--- config.mk ---
export PLATFORM = sky130hd
export DESIGN_NAME = mkd_time_cmp
export DESIGN_NICKNAME = d
export VERILOG_FILES = /design/src/rtl/multi_key_debounce_event_scanner_defines.svh /design/src/rtl/mkd_pkg.sv /design/src/rtl/mkd_time_cmp.sv
export SDC_FILE = /design/constraint.sdc
export NUM_CORES = 1
export LEC_CHECK = 0
export BUFFER_PORTS_ARGS = -buffer_cell sky130_fd_sc_hd__buf_4
export CAP_MARGIN = 10
export CORE_MARGIN = 4
export CORE_UTILIZATION = 30
export DETAILED_ROUTE_END_ITERATION = 16
export GPL_ROUTABILITY_DRIVEN = 0
export PLACE_DENSITY = 0.63
export REMOVE_ABC_BUFFERS = 1
export SLEW_MARGIN = 10
export SYNTH_ARGS = -nofsm -noshare
export SYNTH_HDL_FRONTEND = slang
export SYNTH_SLANG_ARGS = --single-unit
--- constraint.sdc ---
create_clock -name vclk -period 4.1
set_input_delay 0.205 -clock vclk [all_inputs]
set_output_delay 0.205 -clock vclk [all_outputs]
set_load 0.01 [all_outputs]
--- src/rtl/multi_key_debounce_event_scanner_defines.svh ---
// Assertion macros shared by the key scanner RTL.
`ifndef MULTI_KEY_DEBOUNCE_EVENT_SCANNER_DEFINES_SVH
`define MULTI_KEY_DEBOUNCE_EVENT_SCANNER_DEFINES_SVH

// Checked only while the block is out of reset.
`define MKD_ASSERT(lbl, prop, msg) \
	lbl: assert property (@(posedge clk) disable iff (!arst_n) (prop)) else $error(msg);

// Checked at every edge, including during reset.
`define MKD_ASSERT_ALWAYS(lbl, prop, msg) \
	lbl: assert property (@(posedge clk) (prop)) else $error(msg);

`endif

--- src/rtl/mkd_pkg.sv ---
// Shared constants, codes and types of the key debounce scanner.
`timescale 1ns / 1ps
`default_nettype none
package mkd_pkg;

	localparam int KEY_SLOTS_MAX = 8;
	localparam int NUM_KEYS_DEF  = 8;
	localparam int KEY_W         = 3;
	localparam int KIND_W        = 3;
	localparam int MASK_W        = 8;
	localparam int TICK_W        = 32;
	localparam int TIME_W        = 16;
	localparam int MODE_W        = 4;
	localparam int CFG_IDX_W     = 3;
	localparam int CFG_DATA_W    = 16;

	localparam logic [MODE_W-1:0] MODE_RST     = 4'd7;
	localparam logic [TIME_W-1:0] DEBOUNCE_RST = 16'd5;
	localparam logic [TIME_W-1:0] LONG_RST     = 16'd500;
	localparam logic [TIME_W-1:0] REPEAT_RST   = 16'd100;

	// Bit positions in the mode register.
	localparam int MODE_UPDOWN = 0;
	localparam int MODE_CLICK  = 1;
	localparam int MODE_LONG   = 2;
	localparam int MODE_REPEAT = 3;

	typedef enum logic [KIND_W-1:0] {
		EV_DOWN   = 3'd0,
		EV_UP     = 3'd1,
		EV_CLICK  = 3'd2,
		EV_LONG   = 3'd3,
		EV_REPEAT = 3'd4
	} ev_kind_t;

	typedef enum logic [CFG_IDX_W-1:0] {
		REG_MODE     = 3'd0,
		REG_DEBOUNCE = 3'd1,
		REG_LONG     = 3'd2,
		REG_REPEAT   = 3'd3,
		REG_LONG_EN  = 3'd4,
		REG_ACT_HIGH = 3'd5,
		REG_KEY_EN   = 3'd6
	} cfg_reg_t;

	// Operands of the shared elapsed-time comparator.
	typedef struct packed {
		logic [TICK_W-1:0] base;
		logic [TIME_W-1:0] limit;
	} cmp_req_t;

endpackage
`default_nettype wire

--- src/rtl/mkd_time_cmp.sv ---
// Shared modular elapsed-time comparator used for every timing check.
`timescale 1ns / 1ps
`default_nettype none
module mkd_time_cmp
	import mkd_pkg::*;
(
	input  logic [TICK_W-1:0] now,
	input  cmp_req_t          req,
	output logic              elapsed
);

	logic [TICK_W-1:0] diff;

	// The difference wraps modulo 2^32, so a tick counter rollover is harmless.
	assign diff    = now - req.base;
	assign elapsed = (diff >= {{(TICK_W - TIME_W){1'b0}}, req.limit});

endmodule
`default_nettype wire
Yosys cells after proc, flatten, opt, wreduce, memory -nomap -nowiden
Index checks and enable logic that the tools add are counted.
- register bits: 0
- bits of input ports: 80
- output and inout bits: 1
- logic and storage cells: 2
- add/subtract/negate cells: 1
- $lt $le $gt $ge: 1
- operator list (operator ; count):
    32-bit by 16-bit >= comparator with 1-bit output ; 1
    32-bit subtractor ; 1

Longest topological paths before layout
Gate-level depths: netlist (run 1).
- depth after elaboration: 2
- depth in mapped cells: 19
- gate-level depth less buffers: 19

Least setup slack after synthesis (run 1)
No wires, ideal clock.
- kind: input-to-output
- start point: in now[0]
- end point: out elapsed
- arrival: 3.954 ns
- path slack: -0.059 ns
- stages on the path: 19
- path through: inv_1 -> ha_1 -> fa_1 -> or2b_2 -> a21o_2 -> a211oi_1 -> a211oi_1 -> and2_1 -> xnor2_1 -> ha_1 -> a21oi_1 -> nand2_1 -> a2bb2oi_1 -> nand4_1 -> nor4_1 -> o2111ai_1 -> or4_1 -> nor4_1 -> o2111ai_1
- word-level cells in the longest chain between the ends: 2
- RTL lines (item ; line ; RTL):
    start: declaration ; mkd_time_cmp.sv:7 ; input logic [TICK_W-1:0] now,
    32-bit subtractor ; mkd_time_cmp.sv:15 ; assign diff = now - req.base;
    32-bit by 16-bit >= comparator with 1-bit output ; mkd_time_cmp.sv:16 ; assign elapsed = (diff >= {{(TICK_W - TIME_W){1'b0}}, req.limit});
    end: declaration ; mkd_time_cmp.sv:9 ; output logic elapsed
No other way between the ends.

Final worst setup path (run 1)
Ends and elaborated chain as after synthesis.

==> out/metrics.csv, run 1 <==
stage;metric;value;unit
status;status;finished with violations;
status;violated checks;negative setup slack;
layout;Area growth syn-to-layout;36.40;%
sta;RSZ-0062 raised after global routing;true;
power_and_ir_drop;switching part of the total;50.86;%
drt;DR iter-0 viols;152;
die;initial core utilization;31.32;%
sta;worst hold slack;1.084;ns
layout;Layout Cells excl Fill;585;
sta;final setup fails;1;
sta;Worst Tran Pin Value;0.5826;ns
power_and_ir_drop;static leakage;0.001849;uW
grt;global-route wire length before repair;13.17;mm
layout;register area;0;sq um
sta;fmax;0.2335;GHz
die;Die Y;101.3;um
hold_path;Hold Crit Class;in -> out;
place;placed cells;585;
synth;register area share after synthesis;0;%
cts;Post-CTS Hold Fix Bufs;0;
synth;Syn Area/Cell;7.004;sq um
sta;period utilization;104.5;%
grt;largest net degree at the start of global routing;15;
job;maxcap violations;0;
power_and_ir_drop;Max IR drop VDD;0.05324;mV
power_and_ir_drop;PwrDens;155.5;nW/um^2
power_and_ir_drop;Final Power;554.1;uW
layout;final-layout clock buffer total;0;
power_and_ir_drop;Clk pwr share;0;%
drt;drt wl/cell;13.72;um
drt;drt total wl;8.026;mm
place;PortBufs;81;
die;die area;10270;sq um
setup_path;CP Buf/Inv Count;3;
drt;Vias per Instance;5.209;
drt;antenna viol nets, final;0;
power_and_ir_drop;NetSw;281.8;uW
sta;Final Hold Viols;0;
setup_path;slowest stage delay, CP;0.53;ns
grt;initial antenna violation count;0;
grt;gr ovfl total;0;
drt;DRT Pass-1 Iters;5;
place;post-DP HPWL;6.929;mm
die;core box area;8341;sq um
synth;library cells used by synthesis;65;
synth;YS warnings;0;
setup_path;crit-path cells;buf_4 -> inv_1 -> ha_2 -> fa_2 -> or2b_4 -> a21o_4 -> a211oi_2 -> a211oi_1 -> and2_1 -> xnor2_1 -> ha_1 -> a21oi_2 -> nand2_1 -> a2bb2oi_1 -> nand4_1 -> nor4_2 -> o2111ai_1 -> or4_1 -> nor4_2 -> o2111ai_1 -> buf_4;
power_and_ir_drop;Comb power frac;100.0;%
layout;Final #Nets;610;
layout;most common cell after layout, fill and taps aside;buf_4;
die;Ports;81;
drt;drt drc;0;
setup_path;Worst Setup Path Type;in -> out;
synth;synthesized area;2613;sq um
sta;Worst Slack Setup Final;-0.1834;ns
setup_path;Worst Path Max Fanout;3;
grt;vias in the first global route;2970;
drt;vias post-DR;3047;
sta;relative slew slack;60.75;%
synth;cells after synthesis;373;
sta;max-slew violations;0;
setup_path;Worst EP required;3.89;ns
layout;Fillers;888;
power_and_ir_drop;Seq pwr share;0;%
setup_path;slowest CP cell;or4_1;
sta;min Tclk post-route;4.283;ns
layout;ANT cells;0;
grt;Tot GR Track Use;14.93;%
layout;share of layout cells above drive strength 1;31.67;%
layout;sequential cells;0;
power_and_ir_drop;Int Pwr;272.3;uW
setup_path;Arr. time, crit path;4.08;ns
setup_path;Critical Path Sink Type;primary output;
cts;Setup Buffers After CTS;0;
die;Rows;33;
setup_path;Top delay family on crit path;simple AND/OR/NAND/NOR gates;
setup_path;Setup crit start kind;primary input;
die;Die X;101.3;um
sta;Setup TNS;-0.1834;ns
layout;final core occ;42.72;%
layout;most frequent cells in the layout;buf_4, inv_1, ha_1, a21oi_1, nand2_1;
==> what timing repair did <==
item / CTS / global route
setup endpoints to repair: 1 / 1
gates resized for setup: 8 / 6
cloned: 0 / 0
pin swaps: 9 / 0
==> cells by family after synthesis <==
kind of cell / synth area share (%)
buffers and inverters: 14.03
XOR/XNOR: 7.040
AO/OA/AOI/OAI: 31.80
adder cells (fa/ha/maj): 23.28
AND/OR/NAND/NOR: 22.70
multiplexers: 1.149
==> path summary, 6_finish.rpt <==
kind	cells past startpoint	slack (ns)	endpoint	from
worst max-delay path	21	-0.18	elapsed	now[0]
worst min-delay path	5	1.08	elapsed	now[28]
==> worst min-delay path, cell delays in order <==
cell       delay [ns]
buf_4            0.08
ha_1             0.21
a21o_1           0.11
o2111ai_1        0.12
buf_4            0.16
==> synth_stat cells, types with 3 or more instances <==
library cell | instances | share of area, %
nand3_1 | 10 | 1.9
o2111ai_1 | 3 | 1.0
mux2i_1 | 3 | 1.1
xor2_1 | 10 | 3.4
nor3_1 | 9 | 1.7
nand2b_1 | 7 | 1.7
a21o_1 | 10 | 2.9
nand2_1 | 28 | 4.0
xnor2_1 | 11 | 3.7
nor2_1 | 18 | 2.6
a21o_2 | 5 | 1.7
buf_6 | 7 | 3.0
ha_1 | 47 | 23
a31oi_1 | 5 | 1.2
o21a_1 | 4 | 1.1
inv_1 | 58 | 8.3
nor3b_1 | 3 | 0.86
and2_1 | 4 | 0.96
o21ai_0 | 18 | 3.4
a211oi_1 | 6 | 1.7
a21oi_1 | 31 | 5.9
nor4_1 | 4 | 0.96
nand4_1 | 11 | 2.6
o211ai_1 | 6 | 1.7
buf_4 | 3 | 0.86
==> final cells by class <==
type / instances / area [sq um] / share of cell area [%]
well taps: 105 / 131.4 / 3.687
multi-input cells: 301 / 2306 / 64.71
repair buffers: 121 / 908.4 / 25.49
inverters: 58 / 217.7 / 6.110
==> metrics by stage <==
step	instance area, sq um	setup slack [ns]
global route	3563	-0.3677
detailed placement	3503	-0.6394
global placement	3503	-0.5256
CTS	3537	-0.2186
floorplan	2464	-0.06333
finish	3563	-0.1834
==> power by group through the flow <==
stage | registers (uW) | clock network, uW | logic [uW]
floorplan | 0 | 0 | 333
global placement | 0 | 0 | 518
detailed placement | 0 | 0 | 528
CTS | 0 | 0 | 539
global route | 0 | 0 | 616
finish | 0 | 0 | 554
==> per-layer routing <==
metal  GRT usage [%]  part of all wire (%)  vias up
met3          0.5510                   5.3        2
met1           21.38                    46     1392
li1                -                     -     1576
met2           26.01                    48       77
met4          0.8180                  0.34        0
met5               0                     0        -
Power figures use the tool's default switching activity.
==> run 2, diff against run 1 <==
--- a/config.mk
+++ b/config.mk
@@ -5,13 +5,13 @@
 export SDC_FILE = /design/constraint.sdc
 export NUM_CORES = 1
 export LEC_CHECK = 0
-export BUFFER_PORTS_ARGS = -buffer_cell sky130_fd_sc_hd__buf_4
-export CAP_MARGIN = 10
+export CAP_MARGIN = 20
 export CORE_MARGIN = 4
 export CORE_UTILIZATION = 30
 export DETAILED_ROUTE_END_ITERATION = 16
+export DONT_BUFFER_PORTS = 1
 export GPL_ROUTABILITY_DRIVEN = 0
-export PLACE_DENSITY = 0.63
+export PLACE_DENSITY = 0.44
 export REMOVE_ABC_BUFFERS = 1
 export SLEW_MARGIN = 10
 export SYNTH_ARGS = -nofsm -noshare
==> out/metrics.csv, run 2 (synthesis gave the netlist of run 1 again) <==
stage;metric;value;unit;change
drt;drt drc;0;;unchanged
job;maxcap violations;0;;unchanged
layout;register area;0;sq um;unchanged
layout;ANT cells;0;;unchanged
setup_path;Arr. time, crit path;3.87;ns;-0.21 ns
sta;min Tclk post-route;4.071;ns;-0.2125 ns
die;Rows;33;;unchanged
layout;Final #Nets;525;;-14%
place;PortBufs;0;;-100%
grt;Tot GR Track Use;14.04;%;-0.89 points
grt;global-route wire length before repair;12.25;mm;-7.0%
hold_path;Hold Crit Class;in -> out;;
drt;vias post-DR;2671;;-12%
layout;sequential cells;0;;unchanged
setup_path;Critical Path Sink Type;primary output;;
drt;DRT Pass-1 Iters;4;;-1
power_and_ir_drop;static leakage;0.001444;uW;-22%
layout;Final Cell Area;2943;sq um;-17%
sta;Final Hold Viols;0;;unchanged
layout;final core occ;35.28;%;-7.4 points
power_and_ir_drop;PwrDens;167.8;nW/um^2;+7.9%
layout;Area growth syn-to-layout;12.64;%;
setup_path;Worst Path Max Fanout;3;;unchanged
sta;period utilization;99.29;%;-5.2 points
grt;gr ovfl total;0;;unchanged
layout;Fillers;938;;+5.6%
cts;Setup Buffers After CTS;0;;unchanged
sta;max-slew violations;0;;unchanged
die;Die Y;101.3;um;unchanged
drt;DR iter-0 viols;131;;-14%
power_and_ir_drop;Max IR drop VDD;0.04353;mV;-18%
grt;initial antenna violation count;0;;unchanged
power_and_ir_drop;Final Power;493.9;uW;-11%
drt;drt wl/cell;14.95;um;+9.0%
die;core box area;8341;sq um;unchanged
sta;final setup fails;0;;-1
sta;Worst Tran Pin Value;0.6501;ns;+0.06744 ns
drt;drt total wl;7.477;mm;-6.8%
die;Die X;101.3;um;unchanged
layout;share of layout cells above drive strength 1;18.23;%;-13 points
status;status;finished, final reports clean;;
sta;RSZ-0062 raised after global routing;true;;
place;post-DP HPWL;6.589;mm;-4.9%
setup_path;Setup crit start kind;primary input;;
drt;antenna viol nets, final;0;;unchanged
setup_path;Worst EP required;3.89;ns;about the same
setup_path;Worst Setup Path Type;in -> out;;
layout;most frequent cells in the layout;inv_1, ha_1, buf_4, a21oi_1, nand2_1;;
die;Ports;81;;unchanged
die;die area;10270;sq um;unchanged
sta;relative slew slack;56.20;%;-4.5 points
drt;Vias per Instance;5.342;;+2.6%
sta;fmax;0.2456;GHz;+5.2%
die;initial core utilization;31.32;%;unchanged
layout;final-layout clock buffer total;0;;unchanged
place;Post-Place Cell Area;2865;sq um;-18%
grt;vias in the first global route;2628;;-12%
grt;largest net degree at the start of global routing;15;;unchanged
layout;most common cell after layout, fill and taps aside;inv_1;;
==> run 2: cell types whose count changed in the layout (fill, tap and decap cells not counted), sizes merged <==
| cell | change |
|---|---|
| buf | -85 |
==> run 2: path summary, 6_finish.rpt <==
check,startpoint,endpoint,cells past startpoint
worst max-delay path,now[0],elapsed,18
worst min-delay path,now[28],elapsed,3
==> run 2: what timing repair did <==
| action | in CTS | in global routing |
|---|---|---|
| resized for setup | 8 | 8 |
| endpoints found under the setup margin | 1 | 1 |
| hold buffers | 0 | 0 |
| pin swaps | 8 | 5 |
==> run 2: cell type report <==
type | count | area (sq um) | share of cell area, %
Timing Repair Buffer | 36 | 270.3 | 9.184
Tap cell | 105 | 131.4 | 4.464
Inverter | 58 | 217.7 | 7.398
Multi-Input combinational cell | 301 | 2323 | 78.95
==> run 2: critical path, cell delays in order <==
cell       delay [ns]
inv_1            0.02
ha_2             0.19
fa_2             0.37
or2b_4           0.26
a21o_2           0.20
buf_4            0.14
a21oi_1          0.16
nand2b_1         0.16
xor2_1           0.19
ha_1             0.27
nand2_1          0.06
o21ai_0          0.06
a2111oi_0        0.37
buf_4            0.18
o2111ai_1        0.10
or4_4            0.54
nor4_4           0.17
o2111ai_2        0.20
==> run 2: report_power, final <==
part,switching [uW],internal (uW)
registers,0,0
clock network,0,0
logic,269,225
==> run 2: metrics by stage <==
step / setup WS (ns) / std cells / TNS (ns) / hold WS (ns)
6_report: 0.02911 / 500 / 0 / 0.8941
2_1_floorplan: -0.06333 / 359 / -0.06333 / 0.8471
4_1_cts: 0.03209 / 500 / 0 / 0.8908
3_3_place_gp: -0.3695 / 500 / -0.3695 / 0.9107
3_5_place_dp: -0.4373 / 500 / -0.4373 / 0.9144
5_1_grt: -0.1853 / 500 / -0.1853 / 0.9543
==> run 2: routing by layer <==
layer / wire length [um] / vias to the layer above / global-route usage [%]
li1: - / 1399 / -
met1: 3973 / 1203 / 21.47
met2: 3219 / 69 / 23.14
met3: 284 / 0 / 0.5510
met4: 0 / 0 / 0
met5: 0 / - / 0
==> run 3, diff against run 2 <==
--- a/config.mk
+++ b/config.mk
@@ -11,7 +11,7 @@
 export DETAILED_ROUTE_END_ITERATION = 16
 export DONT_BUFFER_PORTS = 1
 export GPL_ROUTABILITY_DRIVEN = 0
-export PLACE_DENSITY = 0.44
+export PLACE_DENSITY = 0.47
 export REMOVE_ABC_BUFFERS = 1
 export SLEW_MARGIN = 10
 export SYNTH_ARGS = -nofsm -noshare
==> constraint.sdc (replaced) <==
create_clock -name vclk -period 4.1
set_input_delay 0.205 -clock vclk [all_inputs]
set_output_delay 0.205 -clock vclk [all_outputs]
set_load 0.05 [all_outputs]
==> out/metrics.csv, run 3 (synthesis gave the netlist of run 1 again) <==
stage;metric;value;unit;change
status;status;finished with violations;;
status;violated checks;negative setup slack;;
layout;Fillers;922;;-1.7%
sta;Worst Slack Setup Final;-0.2135;ns;-0.2427 ns
sta;relative slew slack;54.28;%;-1.9 points
sta;fmax;0.2318;GHz;-5.6%
sta;period utilization;105.2;%;+5.9 points
layout;Area growth syn-to-layout;23.52;%;
layout;final core occ;38.69;%;+3.4 points
power_and_ir_drop;NetSw;289.8;uW;+7.6%
sta;Setup TNS;-0.2135;ns;-0.2135 ns
layout;most frequent cells in the layout;inv_1, buf_4, ha_1, a21oi_1, nand2_1;;
drt;drt total wl;7.792;mm;+4.2%
setup_path;Worst Setup Path Type;in -> out;;
sta;Final Hold Viols;0;;unchanged
power_and_ir_drop;Seq pwr share;0;%;unchanged
die;Die Y;101.3;um;unchanged
drt;DRT Pass-1 Iters;4;;unchanged
place;post-DP HPWL;6.602;mm;+0.21%
power_and_ir_drop;static leakage;0.001565;uW;+8.3%
layout;sequential cells;0;;unchanged
drt;antenna viol nets, final;0;;unchanged
die;Ports;81;;unchanged
layout;Layout Cells excl Fill;521;;+4.2%
drt;vias post-DR;2772;;+3.8%
grt;initial antenna violation count;0;;unchanged
setup_path;Critical Path Sink Type;primary output;;
layout;final-layout clock buffer total;0;;unchanged
drt;Vias per Instance;5.321;;-0.40%
setup_path;beginning of the critical path;now[0];;
die;Rows;33;;unchanged
sta;RSZ-0062 raised after global routing;true;;
setup_path;Arr. time, crit path;4.11;ns;+0.24 ns
power_and_ir_drop;PwrDens;171.4;nW/um^2;+2.1%
die;die area;10270;sq um;unchanged
setup_path;Critical Path End;elapsed;;
grt;global-route wire length before repair;12.44;mm;+1.6%
die;core box area;8341;sq um;unchanged
grt;Tot GR Track Use;14.29;%;+0.25 points
power_and_ir_drop;Max IR drop VDD;0.04515;mV;+3.7%
layout;ANT cells;0;;unchanged
drt;DR iter-0 viols;112;;-15%
place;placed cells;508;;+1.6%
hold_path;Hold Crit Class;in -> out;;
setup_path;Setup crit start kind;primary input;;
setup_path;Worst Path Max Fanout;3;;unchanged
die;Die X;101.3;um;unchanged
power_and_ir_drop;switching part of the total;52.40;%;-2.1 points
place;PortBufs;0;;unchanged
power_and_ir_drop;Int Pwr;263.2;uW;+17%
grt;largest net degree at the start of global routing;15;;unchanged
sta;Worst Tran Pin Value;0.6787;ns;+0.02860 ns
grt;gr ovfl total;0;;unchanged
die;initial core utilization;31.32;%;unchanged
sta;final setup fails;1;;+1
layout;register area;0;sq um;unchanged
sta;max-slew violations;0;;unchanged
job;maxcap violations;0;;unchanged
grt;vias in the first global route;2710;;+3.1%
drt;drt drc;0;;unchanged
layout;share of layout cells above drive strength 1;25.00;%;+6.8 points
sta;worst hold slack;1.028;ns;+0.1343 ns
setup_path;Worst EP required;3.89;ns;about the same
place;Placement Setup Slack;-0.6095;ns;-0.1721 ns
sta;min Tclk post-route;4.314;ns;+0.2427 ns
power_and_ir_drop;Comb power frac;100.0;%;about the same
drt;drt wl/cell;14.96;um;about the same
power_and_ir_drop;Clk pwr share;0;%;unchanged
layout;Final #Nets;546;;+4.0%
run 3: cell count changes in the layout (fill, tap and decap cells not counted), sizes merged:
cell and change:
buf +21
run 3: worst max-delay path, cell delays in order:
cell and delay, ns:
inv_8 0.01, ha_4 0.15, fa_2 0.34, or2b_4 0.27
a21o_4 0.22, a211oi_4 0.20, a211oi_2 0.08, buf_4 0.14
buf_4 0.12, buf_4 0.12, buf_4 0.12, buf_4 0.12
buf_4 0.12, buf_4 0.12, buf_4 0.12, buf_4 0.12
buf_4 0.12, buf_4 0.12, buf_4 0.11, a21oi_1 0.26
nand3_1 0.15, mux2i_1 0.14, nor4_1 0.26, o2111ai_2 0.17
buf_6 0.19
run 3: area by class of cell:
cell class / count / area [sq um] / area share [%]
timing repair buffer: 57 / 431.7 / 13.38
multi-input combinational: 301 / 2439 / 75.57
inverter: 58 / 225.2 / 6.979
tap: 105 / 131.4 / 4.071
run 3: how the worst min path moves through the flow:
| stage | depth (start not counted) | from | end | slack [ns] |
|---|---|---|---|---|
| 2_1_floorplan | 6 | now[31] | elapsed | 1.16 |
| 5_1_grt | 4 | now[28] | elapsed | 1.10 |
| 4_1_cts | 4 | now[28] | elapsed | 1.05 |
| 3_5_place_dp | 4 | now[28] | elapsed | 1.05 |
| 6_report | 4 | now[28] | elapsed | 1.03 |
| 3_3_place_gp | 4 | now[28] | elapsed | 1.02 |
run 3: metal layers:
| layer | vias up | global-route usage (%) | part of all wire (%) |
|---|---|---|---|
| li1 | 1436 | - | - |
| met1 | 1273 | 20.81 | 50 |
| met2 | 57 | 24.20 | 46 |
| met3 | 6 | 0.6887 | 3.5 |
| met4 | 0 | 1.125 | 0.98 |
| met5 | - | 0 | 0 |
run 3: timing repair:
item | in CTS | in global routing
pin swaps | 16 | 25
hold buffers | 0 | 0
endpoints found under the setup margin | 1 | 1
gates resized for setup | 15 | 27
setup buffers | 12 | 1
run 3: metrics by stage:
step / power (uW) / instance area, sq um
2_1_floorplan: 333.4 / 2464
3_3_place_gp: 476.5 / 2925
3_5_place_dp: 479.8 / 2925
4_1_cts: 506.9 / 3075
5_1_grt: 612.7 / 3227
6_report: 553.1 / 3227
run 3: power by group through the flow:
stage	logic, uW	registers, uW	clock network (uW)
floorplan	333	0	0
global placement	477	0	0
detailed placement	480	0	0
CTS	507	0	0
global route	613	0	0
finish	553	0	0
